## src/sv/mpsc_pkg.sv

```systemverilog
// ----------------------------------------------------------------------------
// mpsc_pkg: shared constants for the min perfect square count unit
// Default value width, result width and answer codes.
// ----------------------------------------------------------------------------
package mpsc_pkg;

	localparam int VALUE_WIDTH_DEF = 20;
	localparam int SQ_W            = 3;

	localparam logic [SQ_W-1:0] ANS_ONE   = 3'd1;
	localparam logic [SQ_W-1:0] ANS_TWO   = 3'd2;
	localparam logic [SQ_W-1:0] ANS_THREE = 3'd3;
	localparam logic [SQ_W-1:0] ANS_FOUR  = 3'd4;

	// Legendre residue modulo 8 after stripping factors of 4
	localparam logic [2:0] LEGENDRE_RES = 3'd7;

endpackage

```

## src/sv/min_perfect_square_count_unit.sv

```systemverilog
// ----------------------------------------------------------------------------
// min_perfect_square_count_unit: least number of squares summing to a value
// Steps per item: root extraction, classify, then as needed strip factors
// of 4 and a two-pointer search, and output. One item at a time; the
// search loop sets the rate. Result waits in an output register, so the next
// item is taken while it is still stalled. arst_n clears control state only.
// ----------------------------------------------------------------------------
module min_perfect_square_count_unit #(
	parameter int VALUE_WIDTH = mpsc_pkg::VALUE_WIDTH_DEF
) (
	input  logic                          clk,
	input  logic                          arst_n,
	input  logic                          value_valid,
	output logic                          value_stall,
	input  logic [VALUE_WIDTH-1:0]        value,
	output logic                          squares_valid,
	input  logic                          squares_stall,
	output logic [mpsc_pkg::SQ_W-1:0]     squares_needed
);
	import mpsc_pkg::*;

	localparam int RW    = (VALUE_WIDTH + 1) / 2;
	localparam int XW    = 2 * RW;
	localparam int REM_W = RW + 3;
	localparam int EW    = VALUE_WIDTH + 2;
	localparam int CW    = $clog2(RW + 1);

	typedef enum logic [2:0] {
		ST_IDLE,
		ST_SQRT,
		ST_CLASS,
		ST_STRIP,
		ST_SEARCH,
		ST_DONE
	} state_t;

	state_t                   state_q;
	logic [VALUE_WIDTH-1:0]   n_q;
	logic [VALUE_WIDTH-1:0]   m_q;
	logic [XW-1:0]            x_q;
	logic [RW-1:0]            root_q;
	logic [REM_W-1:0]         rem_q;
	logic [CW-1:0]            cnt_q;
	logic [RW:0]              lo_q;
	logic [RW-1:0]            hi_q;
	logic signed [EW-1:0]     e_q;
	logic [SQ_W-1:0]          ans_q;
	logic                     sq_valid_q;
	logic [SQ_W-1:0]          sq_q;

	// restoring square root, two bits of the value per cycle
	logic [REM_W-1:0]         rem_sh;
	logic [REM_W-1:0]         trial;
	logic                     ge;
	logic [REM_W-1:0]         rem_nxt;
	logic [RW-1:0]            root_nxt;

	assign rem_sh   = {rem_q[REM_W-3:0], x_q[XW-1:XW-2]};
	assign trial    = {1'b0, root_q, 2'b01};
	assign ge       = (rem_sh >= trial);
	assign rem_nxt  = ge ? (rem_sh - trial) : rem_sh;
	assign root_nxt = {root_q[RW-2:0], ge};

	// two-pointer search: e = n - lo^2 - hi^2
	logic [RW:0]              hi_dec;
	logic signed [EW-1:0]     e_init;
	logic signed [EW-1:0]     e_lo;
	logic signed [EW-1:0]     e_hi;
	logic                     lo_gt_hi;
	logic                     e_pos;

	assign hi_dec   = {hi_q, 1'b0} - {{RW{1'b0}}, 1'b1};
	assign e_init   = $signed({{(EW-REM_W){1'b0}}, rem_q}) - $signed({{(EW-1){1'b0}}, 1'b1});
	assign e_lo     = e_q - $signed({{(EW-RW-2){1'b0}}, lo_q, 1'b1});
	assign e_hi     = e_q + $signed({{(EW-RW-1){1'b0}}, hi_dec});
	assign lo_gt_hi = (lo_q > {1'b0, hi_q});
	assign e_pos    = !e_q[EW-1] && (e_q != '0);

	assign value_stall    = (state_q != ST_IDLE);
	assign squares_valid  = sq_valid_q;
	assign squares_needed = sq_q;

	always_ff @(posedge clk or negedge arst_n) begin
		if (!arst_n) begin
			state_q    <= ST_IDLE;
			sq_valid_q <= 1'b0;
		end else begin
			if (sq_valid_q && !squares_stall && state_q != ST_DONE) begin
				sq_valid_q <= 1'b0;
			end
			unique case (state_q)
				ST_IDLE: begin
					if (value_valid) begin
						n_q     <= value;
						x_q     <= XW'(value);
						root_q  <= '0;
						rem_q   <= '0;
						cnt_q   <= CW'(RW);
						state_q <= ST_SQRT;
					end
				end
				ST_SQRT: begin
					x_q    <= {x_q[XW-3:0], 2'b00};
					rem_q  <= rem_nxt;
					root_q <= root_nxt;
					cnt_q  <= cnt_q - {{(CW-1){1'b0}}, 1'b1};
					if (cnt_q == {{(CW-1){1'b0}}, 1'b1}) begin
						state_q <= ST_CLASS;
					end
				end
				ST_CLASS: begin
					if (rem_q == '0) begin
						ans_q   <= ANS_ONE;
						state_q <= ST_DONE;
					end else begin
						m_q     <= n_q;
						state_q <= ST_STRIP;
					end
				end
				ST_STRIP: begin
					if (m_q != '0 && m_q[1:0] == 2'b00) begin
						m_q <= {2'b00, m_q[VALUE_WIDTH-1:2]};
					end else if (m_q[2:0] == LEGENDRE_RES) begin
						ans_q   <= ANS_FOUR;
						state_q <= ST_DONE;
					end else begin
						lo_q    <= {{RW{1'b0}}, 1'b1};
						hi_q    <= root_q;
						e_q     <= e_init;
						state_q <= ST_SEARCH;
					end
				end
				ST_SEARCH: begin
					if (lo_gt_hi) begin
						ans_q   <= ANS_THREE;
						state_q <= ST_DONE;
					end else if (e_q == '0) begin
						ans_q   <= ANS_TWO;
						state_q <= ST_DONE;
					end else if (e_pos) begin
						e_q  <= e_lo;
						lo_q <= lo_q + {{RW{1'b0}}, 1'b1};
					end else begin
						e_q  <= e_hi;
						hi_q <= hi_q - {{(RW-1){1'b0}}, 1'b1};
					end
				end
				ST_DONE: begin
					if (!sq_valid_q || !squares_stall) begin
						sq_q       <= ans_q;
						sq_valid_q <= 1'b1;
						state_q    <= ST_IDLE;
					end
				end
				default: begin
					state_q <= ST_IDLE;
				end
			endcase
		end
	end

	// answers are always one to four
	assert property (@(posedge clk) disable iff (!arst_n)
		squares_valid |-> (squares_needed == ANS_ONE || squares_needed == ANS_TWO ||
			squares_needed == ANS_THREE || squares_needed == ANS_FOUR))
		else $error("squares_needed out of range");

	// an accepted item starts the root extraction
	assert property (@(posedge clk) disable iff (!arst_n)
		(value_valid && !value_stall) |=> (state_q == ST_SQRT))
		else $error("accepted item did not start root");

	// the low pointer never wraps to zero during the search
	assert property (@(posedge clk) disable iff (!arst_n)
		(state_q == ST_SEARCH) |-> (lo_q != '0))
		else $error("search low pointer wrapped");

	// a loaded result is not overwritten while stalled
	assert property (@(posedge clk) disable iff (!arst_n)
		(squares_valid && squares_stall) |=> (squares_valid && $stable(squares_needed)))
		else $error("stalled result changed");

endmodule
```

## config.mk

```make
export PLATFORM = sky130hd
export DESIGN_NAME = min_perfect_square_count_unit
export DESIGN_NICKNAME = d
export VERILOG_FILES = /design/src/sv/mpsc_pkg.sv /design/src/sv/min_perfect_square_count_unit.sv
export SDC_FILE = /design/constraint.sdc
export NUM_CORES = 1
export LEC_CHECK = 0
export BUFFER_PORTS_ARGS = -buffer_cell sky130_fd_sc_hd__clkbuf_2
export CAP_MARGIN = 20
export CORE_UTILIZATION = 40
export CTS_CLUSTER_DIAMETER = 150
export CTS_CLUSTER_SIZE = 16
export DETAILED_ROUTE_END_ITERATION = 16
export GPL_TIMING_DRIVEN = 0
export SLEW_MARGIN = 20
export SYNTH_ARGS = -nofsm -noshare
export SYNTH_HDL_FRONTEND = slang
export SYNTH_SLANG_ARGS = --single-unit
```

## constraint.sdc

```tcl
create_clock -name clk -period 4.8 [get_ports clk]
set_input_delay 0.96 -clock clk [delete_from_list [all_inputs] [get_ports clk]]
set_output_delay 0.96 -clock clk [all_outputs]
set_load 0.005 [all_outputs]
```

==> reports/results.ini, run 1 <==
[run_status]
status=complete, no violations

[critical_path]
required_ns=4.95
crit-reg2reg-launch=e_q[0]
critical_path_class=flip-flop to flip-flop
critical_path_arrival_ns=4.67
worstSetupEndpointType=flip-flop
worst_setup_path_start_kind=flip-flop
crit_fanout=11
r2r_slack_ns=0.28
reg2regPathDepth=15
rr_endpoint=e_q[19]

[drt]
vias_per_cell=5.16
num_vias=5888
first_iter_violations=341
drtPass1Iterations=4
route.detailed.drc=0
ant_nets=0
wl_um=18000
routedWlPerCell_um=15.8

[synth]
syn_inst=808
synth_ff_type=edfxtp_1
synth-edff-count=136
synth.distinct_cells=54
synth_seq_cells=140
syn_area_um2=8120
synth_fp_nets=880
synth_top_cell_by_area=edfxtp_1
synthTopCellsByArea=edfxtp_1 50%, nand2_1 7.9%, ha_1 7.2%
yosysTopAreaCellShare=0.503
async_flop_share=0.0286
seq_area_frac_synth=0.515
syn_area_per_cell_um2=10.0
yosysWarnings=0

[timing]
rsz0062_at_grt=no
fin_crit_ns=4.52
relSlewSlack=0.433
setup_viol=0
setup_tns_ns=0
fmax_ghz=0.221
period_share=0.942
hold_viol=0
worst_pin_slew_ns=0.848
fin_skew_ns=0.00874
slew_viol_final=0

[final_layout]
post-route-util=0.475
multiInputGateArea_um2=3690
regArea_um2=4180
antenna_cells=0
area_growth_pct=15.1
fillCellCount=1898
fin_cells=1140
fin_area_um2=9350
layout-drive-gt1-share=0.0960
final_nets=934

[placed_design]
place_congestion=0.856
port_buffers=28
post-dp-hpwl_um=13400
placed_cell_area_um2=8690
dpl.cell_count=1105

[die]
die-width_um=144
boundaryPins=29
initial_core_util=0.413
die_h_um=144
die-area_um2=20900
rows=51
coreArea_um2=19700

[cts]
htree_levels=4
clkTransAtPathRegs_ns=0.06
numClockSinks=140
clock-root-buffer=clkbuf_16
hold_buffers=0
clockBufferDepth=2
cts_tree=yes
insertion_delay_ns=0.43
cts_made_buffers=17

[global_route]
track_usage=0.187
antenna_found_initial=0
grt_overflow=0
grt_pass1_wl_um=29600
grt_max_degree=26
grt_pass1_vias=5743

[pwr]
power_mw=5.76
p_leak_nw=3.68
power_per_cell_area_nw_per_um2=616
irDropWorstVdd_v=0.000319

[hold_path]
hp-class=input port to asynchronous set/reset pin

[job]
maxCapViolations=0

per-stage QoR:
step           setup slack (ns)  hold WS, ns
5_1_grt                  0.0231        0.367
3_3_place_gp            -0.0513        0.406
4_1_cts                  0.0865        0.366
2_1_floorplan             0.998        0.400
3_5_place_dp            -0.0333        0.411
6_report                  0.281        0.373
sequential cells by signal (all words and copies together), names as in the netlist:
| register | flops |
|---|---|
| n_q | 20 |
| squares_valid | 1 |
| state_q | 3 |
| rem_q | 13 |
| e_q | 22 |
| ans_q | 3 |
| squares_needed | 3 |
| cnt_q | 4 |
| x_q | 20 |
| lo_q | 11 |
| m_q | 20 |
| root_q | 10 |
| hi_q | 10 |
worst max-delay path, cell delays in order, from the launching register on:
cell and delay [ns]:
edfxtp_1 0.48, nor4_1 0.43, nand4_1 0.22, nor4_4 0.37
or2_2 0.17, buf_4 0.15, inv_1 0.22, mux2i_1 0.19
ha_1 0.39, o21ai_0 0.13, o21a_1 0.19, o21ai_0 0.29
o21ai_1 0.20, o41ai_1 0.54, xnor2_1 0.17, o21ai_0 0.08
timing repair:
action,in CTS,in global routing
hold endpoints to repair,0,0
pin swaps,0,1
gates cloned,0,0
endpoints found under the setup margin,4,5
resized for setup,1,2
buffers inserted,0,3
cell usage in the layout (no fill, tap or decap), types with 17 or more instances in the layout:
cell / n
nor2_1: 64
nand3_1: 18
clkbuf_2: 28
xor2_1: 18
clkbuf_16: 17
clkbuf_1: 23
a21oi_1: 41
edfxtp_1: 136
ha_1: 47
inv_1: 41
mux2i_1: 17
nand2_1: 171
o21ai_0: 50
xnor2_1: 36
logic make-up after synthesis:
logic type      count (synthesis)  synth area share
mux                            17            0.0210
flops                         140             0.515
simple gates                  325             0.177
buf+inv                        68            0.0337
fa+ha+maj                      48            0.0749
xor+xnor                       54            0.0583
compound gates                156             0.120
report_power, final:
part	leakage (nW)	internal, mW	switching [mW]
clock network	0.300	0.755	0.612
logic	2.07	0.946	1.38
registers	1.31	1.84	0.215
final cells by class:
type,instances,area share
clock inverter,15,0.0205
tap,265,0.0355
multi-input combinational,600,0.395
clock buffer,17,0.0455
sequential,140,0.448
inverter,41,0.0165
buffer,27,0.0129
timing repair buffer,35,0.0261
layer usage:
metal  vias to the layer above  wire [µm]  GRT usage
li1                       3012          -          -
met1                      2764       8770      0.252
met2                        99       8220      0.300
met3                        13        719     0.0424
met4                         0        248     0.0537
met5                         -          0          0
cell usage after synthesis, types with 2 or more instances:
| cell type | count |
|---|---|
| clkbuf_1 | 23 |
| dfrtp_1 | 4 |
| nor2b_1 | 6 |
| o2111ai_1 | 3 |
| nand4_1 | 9 |
| nand2_1 | 171 |
| o31ai_1 | 5 |
| nor4_2 | 3 |
| or2_2 | 3 |
| or3_1 | 4 |
| o211a_1 | 2 |
| nor2_1 | 66 |
| a21oi_1 | 42 |
| mux2i_1 | 17 |
| buf_4 | 2 |
| and3_1 | 5 |
| edfxtp_1 | 136 |
| a21o_1 | 14 |
| nand2b_1 | 7 |
| a211oi_1 | 5 |
| and2_1 | 6 |
| nor3_1 | 11 |
| o21ai_0 | 51 |
| a31oi_1 | 2 |
| or4_1 | 3 |
| o41ai_1 | 4 |
| o21a_1 | 5 |
| nor4_1 | 10 |
| o21bai_1 | 5 |
| inv_1 | 41 |
| ha_1 | 47 |
| xnor2_1 | 36 |
| o211ai_1 | 5 |
| xor2_1 | 18 |
| nand3_1 | 18 |
worst max-delay path by stage:
stage          cells past startpoint  startpoint      end  slack (ns)
2_1_floorplan                     14      e_q[5]  e_q[20]         1.0
3_3_place_gp                      16      e_q[0]  e_q[13]       -0.05
3_5_place_dp                      16      e_q[0]  e_q[13]       -0.03
4_1_cts                           16      e_q[0]  e_q[13]        0.09
5_1_grt                           15      e_q[0]  e_q[19]        0.02
6_report                          15      e_q[0]  e_q[19]        0.28
No activity file was read; power rests on OpenSTA's default activity.
==> inputs of run 2 (changes only) <==
==> constraint.sdc (replaced) <==
create_clock -name clk -period 3.7 [get_ports clk]
set_input_delay 0.74 -clock clk [delete_from_list [all_inputs] [get_ports clk]]
set_output_delay 0.74 -clock clk [all_outputs]
set_load 0.005 [all_outputs]
==> run 2 against run 1 <==
Effect of this change:
- non-clock buffer count rose by 16
- sequential share of layout area fell by 2.1 points
- total power rose by 34%
- routed wire length rose by 6.5%
- critical path depth fell by 1
- worst hold slack got worse by 0.23 ns
- sequential power rose by 30%
- critical path type unchanged
==> reports/results.ini, run 2 (synthesized netlist as in run 1, its figures left out) <==
[critical_path]
critical_path_class=flip-flop to flip-flop
required_ns=3.87  ; -1.08 ns
worstSetupEndpointType=flip-flop
reg2regPathDepth=14  ; -1
critical_path_arrival_ns=3.86  ; -0.81 ns
crit_fanout=6  ; -5
worst_setup_path_start_kind=flip-flop

[drt]
wl_um=19100  ; +6.5%
vias_per_cell=5.27  ; +2.1%
routedWlPerCell_um=16.5  ; +5.0%
ant_nets=0  ; unchanged
num_vias=6094  ; +3.5%
route.detailed.drc=0  ; unchanged
first_iter_violations=390  ; +14%
drtPass1Iterations=5  ; +1

[global_route]
antenna_found_initial=0  ; unchanged
grt_max_degree=30  ; +15%
grt_overflow=0  ; unchanged
grt_pass1_wl_um=30500  ; +3.1%
track_usage=0.195  ; +0.00753
grt_pass1_vias=5960  ; +3.8%

[cts]
numClockSinks=140  ; unchanged
clkTransAtPathRegs_ns=0.07  ; about the same
cts_tree=yes
insertion_delay_ns=0.44  ; about the same
clock-root-buffer=clkbuf_16
cts_made_buffers=17  ; unchanged
htree_levels=4  ; unchanged
clockBufferDepth=2  ; unchanged

[final_layout]
fillCellCount=1826  ; -3.8%
layout-drive-gt1-share=0.164  ; +0.0679
layout_common_cells=171 x nand2_1, 136 x edfxtp_1, 64 x nor2_1
antenna_cells=0  ; unchanged
post-route-util=0.499  ; +0.0237
area_growth_pct=20.9
final_nets=950  ; +1.7%
fin_cells=1156  ; +1.4%
top_register=e_q
largest_reg_flops=22  ; unchanged
final_common_cell=nand2_1

[pwr]
internal_power_mw=4.67  ; +32%
p_seq_frac=0.349  ; -0.009
swShare=0.393  ; +0.00884
p_leak_nw=3.80  ; +3.4%
comb_power_share=0.424  ; +0.019
power_per_cell_area_nw_per_um2=783  ; +27%
irDropWorstVdd_v=0.000436  ; +37%
power_frac_clock=0.227  ; -0.011
p_switching_mw=3.02  ; +37%

[hold_path]
hp-class=input port to asynchronous set/reset pin

[timing]
fin_skew_ns=0.0121  ; +0.00340 ns
rsz0062_at_grt=yes
setup_ws_ns=0.00747  ; -0.273 ns
fin_crit_ns=3.69  ; -0.827 ns
period_share=0.998  ; +0.0564
hold_slack_ns=0.144  ; -0.230 ns
setup_viol=0  ; unchanged
worst_pin_slew_ns=1.05  ; +0.204 ns
setup_tns_ns=0  ; unchanged
slew_viol_final=0  ; unchanged
hold_viol=0  ; unchanged
relSlewSlack=0.296  ; -0.137
fmax_ghz=0.271  ; +22%

[placed_design]
post-dp-hpwl_um=13600  ; +1.4%
pre_cts_slack_ns=-0.838  ; -0.805 ns
dpl.cell_count=1104  ; -0.090%
place_congestion=0.842  ; -1.7%
port_buffers=28  ; unchanged

[run_status]
status=complete, no violations

[die]
rows=51  ; unchanged
die-width_um=144  ; unchanged
initial_core_util=0.413  ; unchanged
die_h_um=144  ; unchanged
coreArea_um2=19700  ; unchanged
die-area_um2=20900  ; unchanged
boundaryPins=29  ; unchanged

[job]
maxCapViolations=0  ; unchanged

==> run 2: cell types whose count changed in the layout (fill, tap and decap cells not counted), sizes merged <==
| cell | change |
|---|---|
| clkbuf | -2 |
| inv | -4 |
| buf | +18 |
| bufinv | -1 |
| clkinv | +5 |
==> run 2: repair_timing <==
action	CTS	global route
gates cloned	1	0
gates resized for setup	51	25
pin swaps	17	21
endpoints found under the setup margin	17	15
hold buffers	0	0
setup buffers	14	8
==> run 2: path summary, 6_finish.rpt <==
check	end	startpoint	slack [ns]
min	state_q[2]	arst_n	0.14
min reg2reg	squares_needed[1]	ans_q[1]	0.43
max	e_q[18]	e_q[5]	0.007
min in group clk	squares_needed[1]	ans_q[1]	0.43
max in group asynchronous	state_q[0]	arst_n	3.37
max reg2reg	e_q[18]	e_q[5]	0.007
==> run 2: per-stage QoR <==
step | power [mW] | cell area (µm²)
3_3_place_gp | 5.66 | 8600
3_5_place_dp | 5.72 | 8660
6_report | 7.69 | 9810
5_1_grt | 8.24 | 9810
2_1_floorplan | 4.94 | 8130
4_1_cts | 7.63 | 9650
==> run 2: worst max-delay path: stages, from the launching register on <==
cell      delay, ns
edfxtp_1       0.41
or4_4          0.57
nor4_4         0.27
or2_4          0.26
buf_4          0.16
buf_16         0.12
a21oi_1        0.11
ha_1           0.40
o21ai_2        0.10
o211ai_1       0.36
nand3_1        0.14
o211ai_1       0.18
a221oi_2       0.11
xor2_1         0.16
o21ai_1        0.06
==> run 2: cell type report <==
cell class | count | area, µm² | area share
multi-input combinational | 600 | 4030 | 0.411
clock buffer | 17 | 425 | 0.0434
inverter | 41 | 158 | 0.0161
sequential | 140 | 4180 | 0.426
buffer | 24 | 113 | 0.0115
tap | 265 | 332 | 0.0338
clock inverter | 15 | 191 | 0.0195
timing repair buffer | 54 | 379 | 0.0386
==> run 2: per-layer routing <==
| layer | vias to the layer above | part of all wire | GRT usage |
|---|---|---|---|
| li1 | 3036 | - | - |
| met4 | 0 | 0.023 | 0.0753 |
| met3 | 25 | 0.039 | 0.0315 |
| met1 | 2904 | 0.46 | 0.252 |
| met5 | - | 0 | 0 |
| met2 | 129 | 0.48 | 0.325 |
==> run 2: power groups by stage <==
stage	sequential, mW	combinational (mW)	clock (mW)
floorplan	2.61	2.33	0
detailed placement	2.70	3.01	0
CTS	2.68	3.18	1.77
finish	2.68	3.26	1.74
global placement	2.71	2.94	0
global route	2.73	3.68	1.83
==> inputs of run 3 (changes only) <==
--- a/config.mk
+++ b/config.mk
@@ -7,11 +7,11 @@
 export LEC_CHECK = 0
 export BUFFER_PORTS_ARGS = -buffer_cell sky130_fd_sc_hd__clkbuf_2
 export CAP_MARGIN = 20
-export CORE_UTILIZATION = 40
+export CORE_UTILIZATION = 55
 export CTS_CLUSTER_DIAMETER = 150
 export CTS_CLUSTER_SIZE = 16
 export DETAILED_ROUTE_END_ITERATION = 16
-export GPL_TIMING_DRIVEN = 0
+export PLACE_DENSITY = 0.75
 export SLEW_MARGIN = 20
 export SYNTH_ARGS = -nofsm -noshare
 export SYNTH_HDL_FRONTEND = slang
==> run 3 against run 2 <==
Effect of this change:
- worst setup slack improved by 0.059 ns
- first-iteration DRC count rose by 30%
- clock skew is 0.0050 ns higher
- via count is 3.8% higher
- core utilization rose by 17 points
- clock power is essentially flat
- highest routed layer unchanged
==> reports/results.ini, run 3 (synthesized netlist as in run 1, its figures left out) <==
[run_status]
status=complete, no violations

[cts]
insertion_delay_ns=0.43  ; about the same
hold_buffers=0  ; unchanged
htree_levels=4  ; unchanged
clock-root-buffer=clkbuf_16
clockBufferDepth=2  ; unchanged
clkTransAtPathRegs_ns=0.07  ; about the same
cts_made_buffers=17  ; unchanged
cts_tree=yes
numClockSinks=140  ; unchanged

[final_layout]
area_growth_pct=18.9
final_common_cell=nand2_1
layout_common_cells=171 x nand2_1, 136 x edfxtp_1, 66 x nor2_1
largest_reg_flops=22  ; unchanged
antenna_cells=0  ; unchanged
layout-drive-gt1-share=0.179  ; +0.0148
final_nets=960  ; +1.1%
top_register=e_q
fillCellCount=1087  ; -40%

[drt]
routedWlPerCell_um=17.6  ; +6.1%
first_iter_violations=507  ; +30%
num_vias=6328  ; +3.8%
vias_per_cell=5.83  ; +11%
wl_um=19000  ; -0.43%
ant_nets=0  ; unchanged
route.detailed.drc=0  ; unchanged
drtPass1Iterations=5  ; unchanged

[critical_path]
required_ns=3.87  ; about the same
crit_fanout=6  ; unchanged
critical_path.slowest_cell=edfxtp_1
worst_setup_path_start_kind=flip-flop
worstSetupEndpointType=flip-flop
critical_path_class=flip-flop to flip-flop
path_cells=nor4_2, buf_4, nand4_1, nor4_4, or2_4, buf_6, buf_4, mux2i_4, ha_1, nand4_1, buf_4, nor2_1, nand3_1, o211ai_1, a221oi_2, xor2_1, o21ai_1
critical_path_arrival_ns=3.80  ; -0.06 ns
timing.critical_path.mode_cell=buf_4
critPathMaxStageDelay_ns=0.43  ; -0.14 ns

[die]
die-area_um2=15300  ; -27%
die-width_um=124  ; -15%
initial_core_util=0.561  ; +0.148
boundaryPins=29  ; unchanged
rows=44  ; -14%
coreArea_um2=14500  ; -26%
die_h_um=124  ; -15%

[timing]
worst_pin_slew_ns=0.885  ; -0.167 ns
period_share=0.982  ; -0.0160
fin_skew_ns=0.0172  ; +0.00503 ns
setup_tns_ns=0  ; unchanged
setup_viol=0  ; unchanged
rsz0062_at_grt=yes
slew_viol_final=0  ; unchanged
fin_crit_ns=3.63  ; -0.0594 ns
relSlewSlack=0.408  ; +0.112
setup_ws_ns=0.0668  ; +0.0594 ns
fmax_ghz=0.275  ; +1.6%
hold_viol=0  ; unchanged

[global_route]
antenna_found_initial=0  ; unchanged
grt_pass1_wl_um=29700  ; -2.7%
grt_max_degree=58  ; +93%
grt_overflow=0  ; unchanged
grt_pass1_vias=6078  ; +2.0%
track_usage=0.260  ; +0.0649

[placed_design]
post-dp-hpwl_um=13900  ; +2.1%
place_congestion=0.914  ; +8.7%
port_buffers=28  ; unchanged
pre_cts_slack_ns=-0.105  ; +0.734 ns

[pwr]
p_leak_nw=3.90  ; +2.6%
irDropWorstVdd_v=0.000582  ; +34%
power_per_cell_area_nw_per_um2=791  ; +1.0%
power_mw=7.64  ; -0.59%

[hold_path]
hp-class=input port to asynchronous set/reset pin

[job]
maxCapViolations=0  ; unchanged

==> run 3: final cells by class <==
cell class,instances,area (µm²),share of cell area
flip-flops and latches,140,4180,0.433
multi-input cells,600,3870,0.401
repair buffers,88,598,0.0619
clock buffers,17,425,0.0441
well taps,184,230,0.0238
clock inverters,15,191,0.0198
inverters,41,154,0.0159
==> run 3: worst max-delay path: cells and delay by family, from the launching register on <==
kind	cells	cell delay (ns)
buffers and inverters	4	0.51
multiplexers	1	0.22
flip-flops	1	0.43
adder cells (fa/ha/maj)	1	0.29
AND/OR/NAND/NOR	7	1.22
XOR/XNOR	1	0.18
AO/OA/AOI/OAI	3	0.51
==> run 3: layer usage <==
layer	global-route usage	part of all wire
met3	0.0567	0.043
met5	0	0
met1	0.326	0.44
met2	0.442	0.50
met4	0.0866	0.020
==> run 3: timing repair <==
action | in CTS | in global routing
setup buffers | 0 | 4
pin swaps | 0 | 25
setup endpoints to repair | 8 | 13
gates resized for setup | 4 | 44
hold endpoints to repair | 0 | 0
==> run 3: power by group <==
| group | switching [mW] | internal, mW | total (mW) |
|---|---|---|---|
| Sequential | 0.321 | 2.39 | 2.71 |
| Combinational | 1.87 | 1.33 | 3.20 |
| Clock | 0.804 | 0.921 | 1.73 |
==> run 3: through the flow <==
| stage | cells | hold WS (ns) | util | cell area (µm²) |
|---|---|---|---|---|
| after floorplan | 808 | 0.400 | - | 8130 |
| after global placement | 1049 | 0.405 | 0.608 | 8810 |
| after detailed placement | 1049 | 0.410 | 0.608 | 8810 |
| after CTS | 1081 | 0.154 | 0.652 | 9440 |
| after global routing | 1085 | 0.155 | 0.667 | 9660 |
| final | 1085 | 0.154 | 0.667 | 9660 |
==> run 3: worst paths after layout <==
path                                from           endpoint  slack, ns  cells after the start
worst max-delay path             e_q[16]            e_q[18]       0.07                     17
worst min-delay path              arst_n         state_q[1]       0.15                      1
worst max register to register   e_q[16]            e_q[18]       0.07                     17
worst min register to register  ans_q[2]  squares_needed[2]       0.42                      0
max in group asynchronous         arst_n         state_q[0]       3.37                      1
min in group clk                ans_q[2]  squares_needed[2]       0.42                      0
